File: src/sv/emoji_stream_bit_decoder_macros.svh
// ----------------------------------------------------------------------------
// Emoji stream bit decoder assertion macros
// Concurrent assertion wrappers, compiled out for synthesis.
// ----------------------------------------------------------------------------
`ifndef EMOJI_STREAM_BIT_DECODER_MACROS_SVH
`define EMOJI_STREAM_BIT_DECODER_MACROS_SVH

`ifndef SYNTHESIS
`define ESBD_ASSERT_IMPL(lbl, clk, rst_n, ante, cons) \
  lbl: assert property (@(posedge clk) disable iff (!rst_n) (ante) |-> (cons)) \
    else $error("esbd: implication check failed");
`define ESBD_ASSERT_NEXT(lbl, clk, rst_n, ante, cons) \
  lbl: assert property (@(posedge clk) disable iff (!rst_n) (ante) |=> (cons)) \
    else $error("esbd: next-cycle check failed");
`else
`define ESBD_ASSERT_IMPL(lbl, clk, rst_n, ante, cons)
`define ESBD_ASSERT_NEXT(lbl, clk, rst_n, ante, cons)
`endif

`endif

File: src/sv/esbd_pkg.sv
// ----------------------------------------------------------------------------
// esbd_pkg
// Shared types and constants of the emoji stream bit decoder.
// ----------------------------------------------------------------------------
`default_nettype none

package esbd_pkg;

  typedef enum logic [2:0] {
    REG_XOR_KEY     = 3'd0,
    REG_ZERO_CODE_A = 3'd1,
    REG_ZERO_CODE_B = 3'd2,
    REG_ZERO_CODE_C = 3'd3,
    REG_ONE_CODE_A  = 3'd4,
    REG_ONE_CODE_B  = 3'd5,
    REG_ONE_CODE_C  = 3'd6
  } reg_idx_t;

  localparam logic [7:0]  XOR_KEY_RST     = 8'h5A;
  localparam logic [31:0] ZERO_CODE_A_RST = 32'hF09F9982;
  localparam logic [31:0] ZERO_CODE_B_RST = 32'hF09F9880;
  localparam logic [31:0] ZERO_CODE_C_RST = 32'hF09F9883;
  localparam logic [31:0] ONE_CODE_A_RST  = 32'hF09F988C;
  localparam logic [31:0] ONE_CODE_B_RST  = 32'hF09F9889;
  localparam logic [31:0] ONE_CODE_C_RST  = 32'hF09F9881;

  typedef struct packed {
    logic [31:0] char_bytes;
    logic [2:0]  char_length;
    logic [2:0]  bytes_held;
    logic [6:0]  bit_shift;
    logic [2:0]  bits_held;
  } state_t;

  typedef struct packed {
    logic [7:0]       xor_key;
    logic [2:0][31:0] zero_codes;
    logic [2:0][31:0] one_codes;
  } codes_t;

  typedef struct packed {
    logic       valid;
    logic [7:0] data_byte;
    logic       status;
  } result_t;

endpackage

`default_nettype wire

File: src/sv/esbd_step.sv
// ----------------------------------------------------------------------------
// esbd_step
// Per-byte character assembly, code match and bit packing.
// ----------------------------------------------------------------------------
`default_nettype none

module esbd_step import esbd_pkg::*; (
  input  state_t     st,
  input  codes_t     codes,
  input  logic [7:0] data_in,
  input  logic       eos,
  output state_t     st_nxt,
  output result_t    res
);

  localparam logic [7:0] LEAD4_MASK = 8'hF8;
  localparam logic [7:0] LEAD4_VAL  = 8'hF0;
  localparam logic [7:0] LEAD3_MASK = 8'hF0;
  localparam logic [7:0] LEAD3_VAL  = 8'hE0;
  localparam logic [7:0] LEAD2_MASK = 8'hE0;
  localparam logic [7:0] LEAD2_VAL  = 8'hC0;

  function automatic logic [2:0] lead_length(input logic [7:0] b);
    logic [2:0] len;
    if ((b & LEAD4_MASK) == LEAD4_VAL) len = 3'd4;
    else if ((b & LEAD3_MASK) == LEAD3_VAL) len = 3'd3;
    else if ((b & LEAD2_MASK) == LEAD2_VAL) len = 3'd2;
    else len = 3'd1;
    return len;
  endfunction

  logic [31:0] cb;
  logic [2:0]  len;
  logic [2:0]  bh;
  logic        done;
  logic        is_four;
  logic        zero_hit;
  logic        one_hit;
  logic        bit_val;

  always_comb begin
    if (st.char_length == 3'd0) begin
      len = lead_length(data_in);
      cb  = {24'd0, data_in};
      bh  = 3'd1;
    end else begin
      len = st.char_length;
      cb  = {st.char_bytes[23:0], data_in};
      bh  = st.bytes_held + 3'd1;
    end
    done     = (bh >= len);
    is_four  = (len == 3'd4);
    zero_hit = is_four && ((cb == codes.zero_codes[0]) || (cb == codes.zero_codes[1]) ||
                           (cb == codes.zero_codes[2]));
    one_hit  = is_four && !zero_hit &&
               ((cb == codes.one_codes[0]) || (cb == codes.one_codes[1]) ||
                (cb == codes.one_codes[2]));
    bit_val  = one_hit;

    st_nxt             = st;
    st_nxt.char_bytes  = cb;
    st_nxt.char_length = len;
    st_nxt.bytes_held  = bh;
    res                = '0;

    if (done) begin
      if (!zero_hit && !one_hit) begin
        res.valid  = 1'b1;
        res.status = 1'b1;
      end else if (st.bits_held == 3'd7) begin
        res.valid        = 1'b1;
        res.data_byte    = {st.bit_shift, bit_val} ^ codes.xor_key;
        st_nxt.bit_shift = '0;
        st_nxt.bits_held = '0;
      end else begin
        st_nxt.bit_shift = {st.bit_shift[5:0], bit_val};
        st_nxt.bits_held = st.bits_held + 3'd1;
      end
      st_nxt.char_bytes  = '0;
      st_nxt.char_length = '0;
      st_nxt.bytes_held  = '0;
    end

    // drop partial character and bits
    if (eos) begin
      st_nxt = '0;
    end
  end

endmodule

`default_nettype wire

File: src/sv/emoji_stream_bit_decoder.sv
// ----------------------------------------------------------------------------
// emoji_stream_bit_decoder: UTF-8 emoji stream to keyed byte decoder
// Path: an accepted request passes the input register, then the result register.
// Throughput: one input byte per cycle while out_stall does not hold a full result register.
// Reset: synchronous rst_n clears control and decode state and restores register defaults.
// ----------------------------------------------------------------------------
`default_nettype none

`include "emoji_stream_bit_decoder_macros.svh"

module emoji_stream_bit_decoder import esbd_pkg::*; (
  input  logic        clk,
  input  logic        rst_n,
  input  logic        in_valid,
  output logic        in_stall,
  input  logic [7:0]  in_byte,
  input  logic        in_end_of_stream,
  output logic        out_valid,
  input  logic        out_stall,
  output logic [7:0]  out_data_byte,
  output logic        out_status,
  input  logic        psel,
  input  logic        penable,
  input  logic        pwrite,
  input  logic [4:0]  paddr,
  input  logic [31:0] pwdata,
  output logic [31:0] prdata,
  output logic        pready
);

  codes_t     codes_r;
  reg_idx_t   reg_idx;
  logic       cfg_wr;

  logic       in_valid_r;
  logic [7:0] in_byte_r;
  logic       in_eos_r;
  logic       in_acc;
  logic       adv;

  state_t     st_r;
  state_t     st_nxt;
  result_t    res;

  logic       out_valid_r;
  logic [7:0] out_data_byte_r;
  logic       out_status_r;

  assign pready  = 1'b1;
  assign reg_idx = reg_idx_t'(paddr[4:2]);
  assign cfg_wr  = psel && penable && pwrite && pready;

  always_ff @(posedge clk) begin
    if (!rst_n) begin
      codes_r.xor_key       <= XOR_KEY_RST;
      codes_r.zero_codes[0] <= ZERO_CODE_A_RST;
      codes_r.zero_codes[1] <= ZERO_CODE_B_RST;
      codes_r.zero_codes[2] <= ZERO_CODE_C_RST;
      codes_r.one_codes[0]  <= ONE_CODE_A_RST;
      codes_r.one_codes[1]  <= ONE_CODE_B_RST;
      codes_r.one_codes[2]  <= ONE_CODE_C_RST;
    end else if (cfg_wr) begin
      case (reg_idx)
        REG_XOR_KEY:     codes_r.xor_key       <= pwdata[7:0];
        REG_ZERO_CODE_A: codes_r.zero_codes[0] <= pwdata;
        REG_ZERO_CODE_B: codes_r.zero_codes[1] <= pwdata;
        REG_ZERO_CODE_C: codes_r.zero_codes[2] <= pwdata;
        REG_ONE_CODE_A:  codes_r.one_codes[0]  <= pwdata;
        REG_ONE_CODE_B:  codes_r.one_codes[1]  <= pwdata;
        REG_ONE_CODE_C:  codes_r.one_codes[2]  <= pwdata;
        default: ;
      endcase
    end
  end

  always_comb begin
    case (reg_idx)
      REG_XOR_KEY:     prdata = {24'd0, codes_r.xor_key};
      REG_ZERO_CODE_A: prdata = codes_r.zero_codes[0];
      REG_ZERO_CODE_B: prdata = codes_r.zero_codes[1];
      REG_ZERO_CODE_C: prdata = codes_r.zero_codes[2];
      REG_ONE_CODE_A:  prdata = codes_r.one_codes[0];
      REG_ONE_CODE_B:  prdata = codes_r.one_codes[1];
      REG_ONE_CODE_C:  prdata = codes_r.one_codes[2];
      default:         prdata = '0;
    endcase
  end

  assign adv      = in_valid_r && (!out_valid_r || !out_stall);
  assign in_stall = in_valid_r && !adv;
  assign in_acc   = in_valid && !in_stall;

  always_ff @(posedge clk) begin
    if (!rst_n) begin
      in_valid_r <= 1'b0;
    end else if (in_acc) begin
      in_valid_r <= 1'b1;
    end else if (adv) begin
      in_valid_r <= 1'b0;
    end
  end

  always_ff @(posedge clk) begin
    if (in_acc) begin
      in_byte_r <= in_byte;
      in_eos_r  <= in_end_of_stream;
    end
  end

  esbd_step u_step (
    .st      (st_r),
    .codes   (codes_r),
    .data_in (in_byte_r),
    .eos     (in_eos_r),
    .st_nxt  (st_nxt),
    .res     (res)
  );

  always_ff @(posedge clk) begin
    if (!rst_n) begin
      st_r <= '0;
    end else if (adv) begin
      st_r <= st_nxt;
    end
  end

  always_ff @(posedge clk) begin
    if (!rst_n) begin
      out_valid_r <= 1'b0;
    end else if (adv && res.valid) begin
      out_valid_r <= 1'b1;
    end else if (!out_stall) begin
      out_valid_r <= 1'b0;
    end
  end

  always_ff @(posedge clk) begin
    if (adv && res.valid) begin
      out_data_byte_r <= res.data_byte;
      out_status_r    <= res.status;
    end
  end

  assign out_valid     = out_valid_r;
  assign out_data_byte = out_data_byte_r;
  assign out_status    = out_status_r;

  `ESBD_ASSERT_IMPL(a_unknown_zero, clk, rst_n, out_valid_r && out_status_r, out_data_byte_r == 8'd0)
  `ESBD_ASSERT_IMPL(a_open_partial, clk, rst_n, st_r.char_length != 3'd0, st_r.bytes_held < st_r.char_length)
  `ESBD_ASSERT_IMPL(a_closed_empty, clk, rst_n, st_r.char_length == 3'd0, st_r.bytes_held == 3'd0 && st_r.char_bytes == 32'd0)
  `ESBD_ASSERT_NEXT(a_eos_clears, clk, rst_n, adv && in_eos_r, st_r == '0)

endmodule

`default_nettype wire
File: config.mk
export PLATFORM = sky130hd
export DESIGN_NAME = emoji_stream_bit_decoder
export DESIGN_NICKNAME = d
export VERILOG_FILES = /design/src/sv/esbd_pkg.sv /design/src/sv/esbd_step.sv /design/src/sv/emoji_stream_bit_decoder.sv
export VERILOG_INCLUDE_DIRS = /design/src /design/src/sv
export SDC_FILE = /design/constraint.sdc
export NUM_CORES = 1
export LEC_CHECK = 0
export ABC_CLOCK_PERIOD_IN_PS = 5400
export BUFFER_PORTS_ARGS = -buffer_cell sky130_fd_sc_hd__buf_2
export CAP_MARGIN = 20
export CORE_ASPECT_RATIO = 0.75
export CORE_MARGIN = 2
export CORE_UTILIZATION = 41
export DETAILED_ROUTE_END_ITERATION = 8
export RECOVER_POWER = 100
export SETUP_SLACK_MARGIN = 0.1
export SLEW_MARGIN = 20
export SYNTH_ARGS = -nofsm -noshare
export SYNTH_HDL_FRONTEND = slang
export SYNTH_SLANG_ARGS = --single-unit
File: constraint.sdc
create_clock -name clk -period 5.4 [get_ports clk]
set_input_delay 0.54 -clock clk [delete_from_list [all_inputs] [get_ports clk]]
set_output_delay 0.54 -clock clk [all_outputs]
set_load 0.02 [all_outputs]
=== Word-level counts from Yosys, hierarchy flattened ===
Cells that the tools add are included.

* $add $sub $neg: 2
* Equality and inequality tests: 19
* Bitwise logic cells: 3
* Reductions and logical operators: 34
* Muxes and demuxes: 20
* Order comparisons: 1

{| class="wikitable"
|+ Operator list
! operator !! count
|-
| $pmux 32 s7 || 1
|-
| $eq 32x32->1 || 6
|-
| $mux 40 || 2
|-
| $mux 32 || 1
|-
| $mux 10 || 3
|-
| $eq 3x3->1 const B || 6
|-
| $reduce_and 2->1 || 7
|-
| $mux 3 || 4
|-
| $logic_and 1x1->1 || 10
|-
| $mux 9 || 1
|-
| $mux 8 || 1
|-
| $xor 8x8->8 || 1
|-
| $add 3x1->3 const B || 2
|-
| $eq 3x2->1 const B || 2
|-
| $logic_not 1->1 || 6
|-
| $logic_not 3->1 || 2
|-
| $mux 1 || 6
|-
| $eq 5x5->1 const B || 1
|-
| $logic_or 1x1->1 || 5
|-
| $eq 4x4->1 const B || 1
|-
| $reduce_bool 2->1 || 2
|-
| $eq 3x1->1 const B || 1
|-
| $ge 3x3->1 || 1
|-
| $reduce_and 3->1 || 1
|-
| other kinds (5) || 6
|}

* Register bits: 260
* Output and inout port bits: 44
* Input port bits: 53
* Word-level logic and storage cells: 97

=== Logic depth before layout (Yosys ltp) ===
* Word-level depth: 16
* Gate-level depth with buffers: 13
* Mapped depth without buffers: 12

=== By module ===
A second synthesis with hierarchy kept.

* Cell total of the unflattened synthesis: 1,817
* Area total of the unflattened synthesis: 15,552.4 µm²

{| class="wikitable"
|+ Modules (own cells, without submodules)
! module !! cells each !! area an instance (µm²) !! times used
|-
| emoji_stream_bit_decoder || 1,235 || 11,588.6 || 1
|-
| esbd_step || 582 || 3,963.8 || 1
|}

=== Worst setup path before layout ===
No wires, ideal clock.

* Path kind: reg-to-reg
* Start point: register st_r[15] in the netlist's numbering
* End point: register out_data_byte_r[0] (netlist: out_data_byte[0]), enable pin
* Library setup time: 0.378 ns
* Setup slack: 2.579 ns
* Arrival time: 2.443 ns
* Cell stages (with the launch flop): 11
* Period minus slack after synthesis: 2.821 ns
* Cells stage by stage: dfxtp_1 > nor3_4 > buf_2 > buf_4 > buf_2 > o32ai_1 > nand3_1 > nor2_1 > a211oi_1 > a21oi_2 > a21oi_1

* Word-level cells in the longest chain between the ends: 14
* Elaborated cells on any way between the ends: 25
* Classes of those cells: order compare: 1; eq/ne: 7; mux: 5; reduce/logical: 12

{| class="wikitable"
|+ RTL lines
! item !! line !! RTL
|-
| from (decl) || emoji_stream_bit_decoder.sv:41 || <nowiki>state_t st_r;</nowiki>
|-
| from (signal assigned) || emoji_stream_bit_decoder.sv:123 || <nowiki>st_r <= st_nxt;</nowiki>
|-
| $logic_not 3->1 || esbd_step.sv:42 || <nowiki>if (st.char_length == 3'd0) begin</nowiki>
|-
| $mux 32 || esbd_step.sv:42 ||
|-
| $eq 32x32->1 || esbd_step.sv:53 || <nowiki>zero_hit = is_four && ((cb == codes.zero_codes[0]) || (cb == codes.zero_codes[1]) ||</nowiki>
|-
| $logic_or 1x1->1 (2 in a row) || esbd_step.sv:53 ||
|-
| $logic_and 1x1->1 || esbd_step.sv:53 ||
|-
| $logic_not 1->1 || esbd_step.sv:55, esbd_step.sv:67 ||
|-
| $logic_and 1x1->1 (2 in a row) || esbd_step.sv:55 || <nowiki>one_hit = is_four && !zero_hit &&</nowiki>
|-
| $logic_not 1->1 || esbd_step.sv:67 || <nowiki>if (!zero_hit && !one_hit) begin</nowiki>
|-
| $logic_and 1x1->1 || esbd_step.sv:67 ||
|-
| $mux 1 || esbd_step.sv:67 ||
|-
| $mux 10 * || esbd_step.sv:66 || <nowiki>if (done) begin</nowiki>
|-
| $logic_and 1x1->1 * || emoji_stream_bit_decoder.sv:138 || <nowiki>if (adv && res.valid) begin</nowiki>
|-
| to (signal assigned) || emoji_stream_bit_decoder.sv:139 || <nowiki>out_data_byte_r <= res.data_byte;</nowiki>
|-
| to (decl) || emoji_stream_bit_decoder.sv:46 || <nowiki>logic [7:0] out_data_byte_r;</nowiki>
|}

Mark *: on every way between the ends. The rest lies on a longest branch, timed or not.
A chain may end at the register's enable or synchronous reset.

=== Final worst setup path ===
* Start point: input port paddr[4]
* End point: output port prdata[12]

* Word-level cells in the longest chain between the ends: 2
* Elaborated cells on any way between the ends: 8
* Classes of those cells: eq/ne: 6; mux: 1; reduce/logical: 1

{| class="wikitable"
|+ RTL lines
! item !! line !! RTL
|-
| from (decl) || emoji_stream_bit_decoder.sv:25 || <nowiki>input logic [4:0] paddr,</nowiki>
|-
| $eq 3x3->1 (tied with other cells) || emoji_stream_bit_decoder.sv:77 || <nowiki>case (reg_idx)</nowiki>
|-
| $pmux 32 s7 * || emoji_stream_bit_decoder.sv:77 ||
|-
| to (decl) || emoji_stream_bit_decoder.sv:27 || <nowiki>output logic [31:0] prdata,</nowiki>
|}

Marks and branches as above.

==> results_dict.tcl <==
set metrics [dict create \
    status "finished with violations" \
    violated_checks "capacitance limit, slew limit" \
    unrepaired_setup_endpoints_after_global_routing "no" \
    number_of_max_slew_violations_in_the_final_report 386 \
    place_hpwl_um 41380 \
    die_x_um 220.9 \
    worstPathRequired_ns 4.86 \
    rrSetupSlack_ns 1.17 \
    total_leakage_power_nw 5.576 \
    drtPass1Iterations 8 \
    yosys.cell_count.top_type "sky130_fd_sc_hd__nand2_1" \
    post_cts_resized 0 \
    setup_viol_count_final 0 \
    slowest_stage "sky130_fd_sc_hd__clkbuf_1" \
    worst_reg_to_reg_cells 10 \
    initial_core_util_pct 41.69 \
    proportion_of_synthesized_chip_area_in_sequential_cells_pct 37.23 \
    final_hold_viol_count 0 \
    drt_drc_violations_left 0 \
    setup.worst_path.class "primary input to primary output" \
    pwr-share-clk_pct 44.8 \
    critical_path_launch_point_type "primary input" \
    utilization_pct 46.11 \
    critical_path_buf_inv_count 3 \
    r2r_end "out_data_byte[4]$_SDFFCE_PP0P_" \
    final_nets 1928 \
    insertion_delay_ns 0.56 \
    post_synth_num_cell_types 60 \
    delay_of_the_slowest_cell_on_the_worst_path_ns 1.15 \
    fraction_of_layout_instances_using_a_drive_strength_above_1_pct 7.782 \
    cts-root-buf "sky130_fd_sc_hd__clkbuf_16" \
    power.share.sequential_pct 45.4 \
    whs_path_depth 1 \
    finalHoldWorstSlack_ns 0.1498 \
    switching_share_pct 26.29 \
    postSynthCellCount 1866 \
    r2r-start "st_r[13]$_SDFFE_PN0P_" \
    cts_tree "done" \
    cp_top_family "buffers and inverters" \
    first_global_vias 12870 \
    cts_num_sinks 260 \
    largest_net_degree_at_the_start_of_global_routing 135 \
    clk_pin_slew_ns 0.06 \
    cell_internal_pwr_mw 3.280 \
    overall_routing_resource_usage_pct 30.97 \
    dpl_worst_slack_ns 1.646 \
    net-switching-power_mw 1.170 \
    fin_setup_tns_ns 0 \
    grt_first_pass_wirelength_um 87140 \
    ant_nets 0 \
    worstHoldStart "in_byte[4]" \
    syn2layout_area_growth_pct 10.60 \
    top_post_synthesis_cells_by_area "sky130_fd_sc_hd__dfxtp_1 (33%), sky130_fd_sc_hd__nand2_1 (12%), sky130_fd_sc_hd__a21boi_0 (5.3%), sky130_fd_sc_hd__xnor2_1 (4.8%), sky130_fd_sc_hd__a22oi_1 (4.6%)" \
    power_density_over_the_cells_mw_per_mm2 278.1 \
    synthDominantCellAreaShare_pct 33.49 \
    path_cells "clkbuf_1, nor2b_1, and2_0, buf_4, a22oi_1, nand3_1, buf_2" \
    count_of_flip_flops_with_a_built_in_enable_after_synthesis 18 \
    die-height_um 166.7 \
    area_enclosed_by_the_die_boundary_mm2 0.03682 \
    finalInstanceArea_mm2 0.01600 \
    detailroute.via_count 14720 \
    numCtsBuffers 28 \
    hold_end "in_byte_r[4]$_DFFE_PP_" \
    timing.critical_path.arrival_ns 4.20 \
    antenna_found_initial 1 \
    coreArea_mm2 0.03470 \
    drt-initial-drc-count 1804 \
    post-synth-top-area-cell "sky130_fd_sc_hd__dfxtp_1" \
    power.share.combinational_pct 9.8 \
    synth-main-ff-cell "sky130_fd_sc_hd__dfxtp_1" \
    finalCriticalPeriod_ns 4.737 \
    syn-num-nets 1925 \
    drt-total-wl_um 59180 \
    maxSlewHeadroom_pct -81.83 \
    portBuffers 93 \
    n_fill_cell 3473 \
    detail_route.vias_per_cell 6.273 \
    drv_cap 8 \
    post_synth_instance_area_mm2 0.01447 \
    cts_htree_levels 1 \
    row_count 59 \
    gp_congestion 1.046 \
    critPathMaxFanout 30 \
    finalWorstSetupSlack_ns 0.6628 \
    yosys_reg_bits 260 \
    worst_clock_skew_ns 0.009740 \
    asyncSetResetFlopFracSynth_pct 0 \
    synth.cells.most_frequent "sky130_fd_sc_hd__nand2_1 (450), sky130_fd_sc_hd__dfxtp_1 (242), sky130_fd_sc_hd__nor2_1 (138), sky130_fd_sc_hd__clkbuf_1 (119), sky130_fd_sc_hd__nand3_1 (116)" \
    postcts_setup_bufs 0 \
    max_freq_ghz 0.2111 \
    clk_path_buf_depth 3 \
    min_period_over_period_pct 87.73 \
    post_drt_wl_per_cell_um 25.21 \
    postSynthAreaPerCell_um2 7.753 \
    placed_area_mm2 0.01516 \
    timing_worst_slew_pin_value_ns 2.727 \
    grt_overflow_total 0 \
    synthesis.yosys.warnings 0 \
    cts.hold.buffers_added 0 \
    ir_drop_worst_vdd_mv 0.2230 \
    worst_setup_path_end_kind "primary output" \
    hold_class "primary input to flop" \
    top_level_ports 97 \
]
-- layer usage --
layer | track usage (%) | share of wire, % | vias to the layer above | routed length (um)
met5 | 0 | 0 | - | 0
met4 | 7.674 | 2.6 | 0 | 1518
met3 | 5.487 | 11 | 96 | 6244
met2 | 43.93 | 41 | 812 | 24130
met1 | 47.77 | 46 | 7202 | 27280
li1 | - | - | 6613 | -
-- worst max path at each step --
stage,from,slack [ns],end,cells past startpoint
2_1_floorplan,st_r[15]$_SDFFE_PN0P_,2.58,out_data_byte[0]$_SDFFCE_PP0P_,10
3_3_place_gp,paddr[3],1.62,prdata[12],7
3_5_place_dp,paddr[3],1.65,prdata[12],7
4_1_cts,paddr[3],1.65,prdata[12],7
5_1_grt,paddr[4],0.73,prdata[9],7
6_report,paddr[4],0.66,prdata[12],7
-- through the flow --
step	power [mW]	instances
final	4.450	2347
after global routing	4.580	2346
after CTS	4.460	2346
after detailed placement	2.492	2296
after global placement	2.488	2296
after floorplan	2.317	1866
-- cell type report --
cell class                 count  area (um^2)  area share [%]
antenna                        1        2.502         0.01564
clock buffer                  43        849.6           5.310
clock inverter                 7        93.84          0.5865
inverter                      32        120.1          0.7508
multi-input combinational   1414         8269           51.69
sequential                   260         5385           33.66
tap                          457        571.8           3.574
timing repair buffer         133        706.9           4.419
-- state kept, by name, indices dropped and copies added (netlist names) --
name / count
codes_r: 200
in_byte_r: 8
in_eos_r: 1
in_valid_r: 1
out_data_byte: 8
out_status: 1
out_valid: 1
st_r: 40
-- placed cells by master, fill, tap and decap left out, types with 4 or more instances in the layout --
master and n:
sky130_fd_sc_hd__nor3_1 10, sky130_fd_sc_hd__nand2b_1 7, sky130_fd_sc_hd__xnor2_1 80, sky130_fd_sc_hd__o211ai_1 11, sky130_fd_sc_hd__nand4_1 17, sky130_fd_sc_hd__a221oi_1 7
sky130_fd_sc_hd__edfxtp_1 18, sky130_fd_sc_hd__nor4bb_1 34, sky130_fd_sc_hd__and2_0 4, sky130_fd_sc_hd__inv_1 32, sky130_fd_sc_hd__a22oi_1 88, sky130_fd_sc_hd__o21ai_0 12
sky130_fd_sc_hd__a21boi_0 103, sky130_fd_sc_hd__nor4_1 18, sky130_fd_sc_hd__a21oi_1 39, sky130_fd_sc_hd__a211oi_1 4, sky130_fd_sc_hd__nand3b_1 4, sky130_fd_sc_hd__o32a_1 4
sky130_fd_sc_hd__o32ai_1 51, sky130_fd_sc_hd__buf_2 58, sky130_fd_sc_hd__dfxtp_1 242, sky130_fd_sc_hd__nor4b_1 19, sky130_fd_sc_hd__nor2b_1 11, sky130_fd_sc_hd__nor2_1 137
sky130_fd_sc_hd__clkbuf_1 49, sky130_fd_sc_hd__clkbuf_16 30, sky130_fd_sc_hd__o22ai_1 13, sky130_fd_sc_hd__nand2_1 451, sky130_fd_sc_hd__mux2_2 9, sky130_fd_sc_hd__and2_1 5
sky130_fd_sc_hd__buf_4 31, sky130_fd_sc_hd__mux2i_1 16, sky130_fd_sc_hd__and3_1 8, sky130_fd_sc_hd__ha_1 6, sky130_fd_sc_hd__xor2_1 32, sky130_fd_sc_hd__a31oi_1 57
sky130_fd_sc_hd__nand3_1 116, sky130_fd_sc_hd__a22o_1 10, sky130_fd_sc_hd__clkbuf_8 5
-- power groups by stage --
stage	registers [mW]	clock network [mW]	logic, mW
after global routing	2.02	2.09	0.462
after detailed placement	2.06	0	0.430
after CTS	2.02	2.01	0.432
after global placement	2.06	0	0.426
final	2.02	1.99	0.437
after floorplan	2.03	0	0.286
-- cell families (layout without fill, tap and decap cells) --
logic type,after synthesis,after routing,synth area share (%)
compound gates,416,416,21.00
xor+xnor,112,112,6.781
fa+ha+maj,6,6,0.5189
buf+inv,192,215,5.414
flops,260,260,37.23
mux,25,25,1.808
other cells,1,2,0.02592
simple gates,854,854,27.23
Power figures use the tool's default switching activity.
